$ cat src/hdl/gkn_pkg.sv
package gkn_pkg;
	localparam int MAX_CORNERS = 64;
	localparam int MAX_DIM     = 1024;
	localparam int FRAC_BITS   = 4;
	localparam int IDX_W  = $clog2(MAX_CORNERS);
	localparam int CNT_W  = $clog2(MAX_CORNERS + 1);
	localparam int CELL_W = $clog2(MAX_DIM);
	localparam int COORD_W = 14;
	localparam int SCORE_W = 16;
	localparam int DIM_W   = 11;
	localparam int RAD_W   = 10;
	localparam int CFG_W   = 11;

	localparam logic [1:0] REG_GRID_HEIGHT = 2'd0;
	localparam logic [1:0] REG_GRID_WIDTH  = 2'd1;
	localparam logic [1:0] REG_RADIUS      = 2'd2;

	typedef enum logic [2:0] {
		ST_LOAD,
		ST_SCAN,
		ST_CHECK,
		ST_LIST,
		ST_FETCH,
		ST_EMIT
	} gkn_state_t;

	// controller to datapath
	typedef struct packed {
		logic load;         // store the input beat
		logic start_scan;   // reset scan index and best
		logic scan_step;    // read one entry, compare the previous one
		logic fetch;        // read the chosen corner, begin the kept list walk
		logic check_step;
		logic take;         // mark chosen as used
		logic keep;         // append chosen to the kept list
		logic start_emit;
		logic read_list;    // read the next kept list entry
		logic fetch_emit;   // read the corner named by that entry
		logic emit_step;
		logic clr;          // empty the store after the last kept beat
	} gkn_cmd_t;

	// datapath to controller
	typedef struct packed {
		logic scan_end;     // every entry read and compared
		logic found;        // scan found an unused corner
		logic hit;          // chosen corner lies near a kept one
		logic check_end;    // kept list walked without a hit
		logic emit_last;
		logic store_full;
	} gkn_sts_t;

	function automatic logic [CELL_W-1:0] to_cell(input logic [COORD_W-1:0] v,
			input logic [DIM_W-1:0] size);
		logic [COORD_W:0]   sum;
		logic [COORD_W:0]   c;
		logic [DIM_W-1:0]   sz;
		logic [DIM_W-1:0]   last;
		sum = {1'b0, v} + (COORD_W+1)'((1 << FRAC_BITS) >> 1);
		c = sum >> FRAC_BITS;
		if (size == '0)
			sz = DIM_W'(1);
		else if (size > DIM_W'(MAX_DIM))
			sz = DIM_W'(MAX_DIM);
		else
			sz = size;
		last = sz - DIM_W'(1);
		if (c > (COORD_W+1)'(last))
			return CELL_W'(last);
		return CELL_W'(c);
	endfunction
endpackage

$ cat src/hdl/gkn_ctrl.sv
module gkn_ctrl import gkn_pkg::*; (
	input  logic     clk,
	input  logic     arst_n,
	input  logic     in_valid,
	output logic     in_ready,
	input  logic     final_corner,
	output logic     out_valid,
	input  logic     out_ready,
	input  gkn_sts_t sts,
	output gkn_cmd_t cmd
);
	gkn_state_t state_q, state_d;

	always_ff @(posedge clk or negedge arst_n) begin
		if (!arst_n)
			state_q <= ST_LOAD;
		else
			state_q <= state_d;
	end

	always_comb begin
		state_d = state_q;
		case (state_q)
			ST_LOAD: if (in_valid && final_corner) state_d = ST_SCAN;
			ST_SCAN: begin
				if (sts.scan_end)
					state_d = sts.found ? ST_CHECK : ST_LIST;
			end
			ST_CHECK: if (sts.hit || sts.check_end) state_d = ST_SCAN;
			ST_LIST: state_d = ST_FETCH;
			ST_FETCH: state_d = ST_EMIT;
			ST_EMIT: begin
				if (out_ready)
					state_d = sts.emit_last ? ST_LOAD : ST_LIST;
			end
			default: state_d = ST_LOAD;
		endcase
	end

	always_comb begin
		cmd = '0;
		in_ready = 1'b0;
		out_valid = 1'b0;
		case (state_q)
			ST_LOAD: begin
				in_ready = 1'b1;
				cmd.load = in_valid && !sts.store_full;
				cmd.start_scan = in_valid && final_corner;
			end
			ST_SCAN: begin
				cmd.scan_step = !sts.scan_end;
				cmd.fetch = sts.scan_end && sts.found;
				cmd.start_emit = sts.scan_end && !sts.found;
			end
			ST_CHECK: begin
				if (sts.hit || sts.check_end) begin
					cmd.take = 1'b1;
					cmd.keep = !sts.hit;
					cmd.start_scan = 1'b1;
				end else
					cmd.check_step = 1'b1;
			end
			ST_LIST: cmd.read_list = 1'b1;
			ST_FETCH: cmd.fetch_emit = 1'b1;
			ST_EMIT: begin
				out_valid = 1'b1;
				cmd.emit_step = out_ready && !sts.emit_last;
				cmd.clr = out_ready && sts.emit_last;
			end
			default: cmd = '0;
		endcase
	end
endmodule

$ cat config.mk
export PLATFORM = sky130hd
export DESIGN_NAME = gkn_ctrl
export DESIGN_NICKNAME = d
export VERILOG_FILES = /design/src/hdl/gkn_pkg.sv /design/src/hdl/gkn_ctrl.sv
export SDC_FILE = /design/constraint.sdc
export NUM_CORES = 1
export LEC_CHECK = 0
export ABC_AREA = 1
export BUFFER_PORTS_ARGS = -buffer_cell sky130_fd_sc_hd__buf_2
export CORE_AREA = 5 5 42 44
export CTS_CLUSTER_DIAMETER = 30
export DETAILED_ROUTE_END_ITERATION = 16
export DIE_AREA = 0 0 47 49
export SYNTH_ARGS = -nofsm -noshare
export SYNTH_HDL_FRONTEND = slang
export SYNTH_SLANG_ARGS = --single-unit
$ cat constraint.sdc
create_clock -name clk -period 3.8 [get_ports clk]
set_clock_uncertainty 0.15 [all_clocks]
set_input_delay 0 -clock clk [delete_from_list [all_inputs] [get_ports clk]]
set_output_delay 0 -clock clk [all_outputs]
set_load 0.03 [all_outputs]
==> results.yml <==
timing:
  worst_slew_pin_slew_ns: 0.221
  finalCriticalPeriod_ns: 1.91
  max_freq_ghz: 0.524
  hold_slack_ns: 0.0361
  hold_viol_final: 0
  period_share: 0.502
  worst_slack_ns: 1.89
  finalMaxSlewViolations: 0
  relSlewSlack: 0.852
  finalSetupViolCount: 0
  tns_ns: 0
  rsz0062_at_grt: "no"
power:
  p_switching_uw: 196
  power_density_nw_per_um2: 685
  swShare: 0.559
  p_leak_nw: 0.344
  p_int_uw: 155
  p_comb_frac: 0.652
  pwr-share-clk: 0.169
  vdd_drop_max_uv: 222
  pwr-share-seq: 0.179
clocking:
  root_buffer: "clkbuf_4"
  clock_path_buffers: 2
  numCtsBuffers: 3
  cts_setup_buffers: 0
  cts_tree: "yes"
  cts_repair_resize_count: 0
  ctsHtreeMaxLevel: 1
  clk_latency_ns: 0.24
  cts_hold_buf: 5
  cts.reportedPaths.clkPinSlew_ns: 0.04
  numClockSinks: 3
placed_design:
  dpl.hpwl_um: 753
  pre_cts_slack_ns: 2.48
  dp.cells: 92
  place_congestion: 0.642
  port_buffers: 24
finish:
  drive_gt1_frac: 0.365
  fin_nets: 97
  areaGrowthSynthToFinish_pct: 73.0
  diodes: 0
  fin_cells: 101
  largest_register: "state_q"
  reg.largest.list: "state_q: 3 flops"
  largest_register_ffs: 3
route:
  dr.pass1.iters: 3
  via_count: 417
  vias_per_cell: 4.13
  wl_met2_um: 561
  postRouteAntennaNets: 0
  met1_length_um: 328
  drt-total-wl_um: 913
  met3_length_um: 23
  top_layer: "met3"
  drc: 0
  wl_per_cell_um: 9.04
  drt_iter0_drc: 4
logic_synthesis:
  synth_cells: 52
  yosys_warnings: 0
  ys_seq_area_frac: 0.253
  synth_nets: 63
  synthesis.area_sq_um: 297
  avgSynthCellArea_sq_um: 5.70
  ys_seq_elements: 3
  yosysUniqueCellTypes: 14
worst_setup_path:
  cp_data_arrival_time_ns: 1.76
  path_max_fanout: 3
  start_kind: "input pin"
  crit_family: "buffers and inverters"
  cp-end-kind: "primary output"
  critPathBufInv: 5
  cp.required_ns: 3.65
  slowest_delay_ns: 0.58
  critPathKind: "input pin to primary output"
  crit_chain: "dlygate4sd3_1 -> buf_2 -> nor2_1 -> dlygate4sd3_1 -> nand3_1 -> inv_1 -> buf_2"
  critPathSlowestCell: "dlygate4sd3_1"
outcome:
  status: "complete, no violations"
floorplan:
  core-area_sq_um: 1400
  dieArea_sq_um: 2300
  io_pins: 25
  start_util: 0.212
  rows: 14
  die_w_um: 47
  die_h_um: 49
global_routing:
  grtUsageTotal: 0.0861
  grt_start_max_net_pins: 7
  grt_pass1_vias: 385
  grt-ovfl-total: 0
  grt_pass1_wl_um: 1390
  antenna_found_initial: 0
run:
  max-cap-violations: 0
hold_path:
  hp-class: "input pin to flop"
==> logic make-up after synthesis <==
| kind of cell | count (synthesis) | synth area share |
|---|---|---|
| flops | 3 | 0.253 |
| compound gates | 2 | 0.0380 |
| buf+inv | 12 | 0.152 |
| simple gates | 35 | 0.557 |
==> path summary, 6_finish.rpt <==
kind | start | to | slack [ns] | cells after the start
setup / recovery | sts[2] | cmd[7] | 1.89 | 7
hold / removal | sts[4] | state_q[0] | 0.04 | 6
setup reg to reg | state_q[2] | state_q[1] | 2.47 | 6
hold reg to reg | state_q[0] | state_q[2] | 0.47 | 2
max in group asynchronous | arst_n | state_q[1] | 2.87 | 3
min in group asynchronous | arst_n | state_q[2] | 0.48 | 3
==> power by group through the flow <==
| stage | clock network [mW] | logic [mW] | registers, mW |
|---|---|---|---|
| 3_5_place_dp | 0 | 0.227 | 0.0631 |
| 5_1_grt | 0.0615 | 0.250 | 0.0668 |
| 3_3_place_gp | 0 | 0.225 | 0.0626 |
| 6_report | 0.0593 | 0.229 | 0.0630 |
| 2_1_floorplan | 0 | 0.174 | 0.0604 |
| 4_1_cts | 0.0595 | 0.232 | 0.0628 |
==> per-stage QoR <==
| step | util | cell area [sq um] | power [mW] |
|---|---|---|---|
| global placement | 0.312 | 437 | 0.288 |
| CTS | 0.366 | 513 | 0.354 |
| finish | 0.366 | 513 | 0.351 |
| detailed placement | 0.312 | 437 | 0.290 |
| floorplan | - | 297 | 0.234 |
| global route | 0.366 | 513 | 0.378 |
==> layout by cell type, fill, tap and decap left out, types with 3 or more instances in the layout <==
cell type / n
buf_2: 24
clkbuf_4: 3
dfrtp_1: 3
dlygate4sd3_1: 5
inv_1: 11
nand2_1: 14
nand3_1: 6
nor2_1: 7
nor3_1: 3
==> cell usage after synthesis, drive strengths merged <==
master	n	area, sq um
dfrtp	3	75.1
nor2	9	43.8
nand4	1	6.26
o22ai	1	6.26
nor3b	1	7.51
nand3	6	30.0
o21ai	1	5.00
nor3	4	25.0
nand2	14	52.6
inv	12	45.0
==> metal layers <==
layer / track usage / vias up
met2: 0.152 / 3
met5: 0 / -
met1: 0.0664 / 185
met4: 0.0829 / 0
met3: 0.0258 / 0
li1: - / 229
==> worst min-delay path, delay by kind of cell <==
kind,cells,cell delay [ns]
simple gates,4,0.27
buf+inv,2,0.11
==> area by class of cell <==
type / count / area [sq um]
inverters: 12 / 45.0
multi-input cells: 37 / 176
well taps: 16 / 20.0
clock buffers: 4 / 26.3
fillers: 159 / 888
repair buffers: 29 / 170
flip-flops and latches: 3 / 75.1
Power figures use the tool's default switching activity.
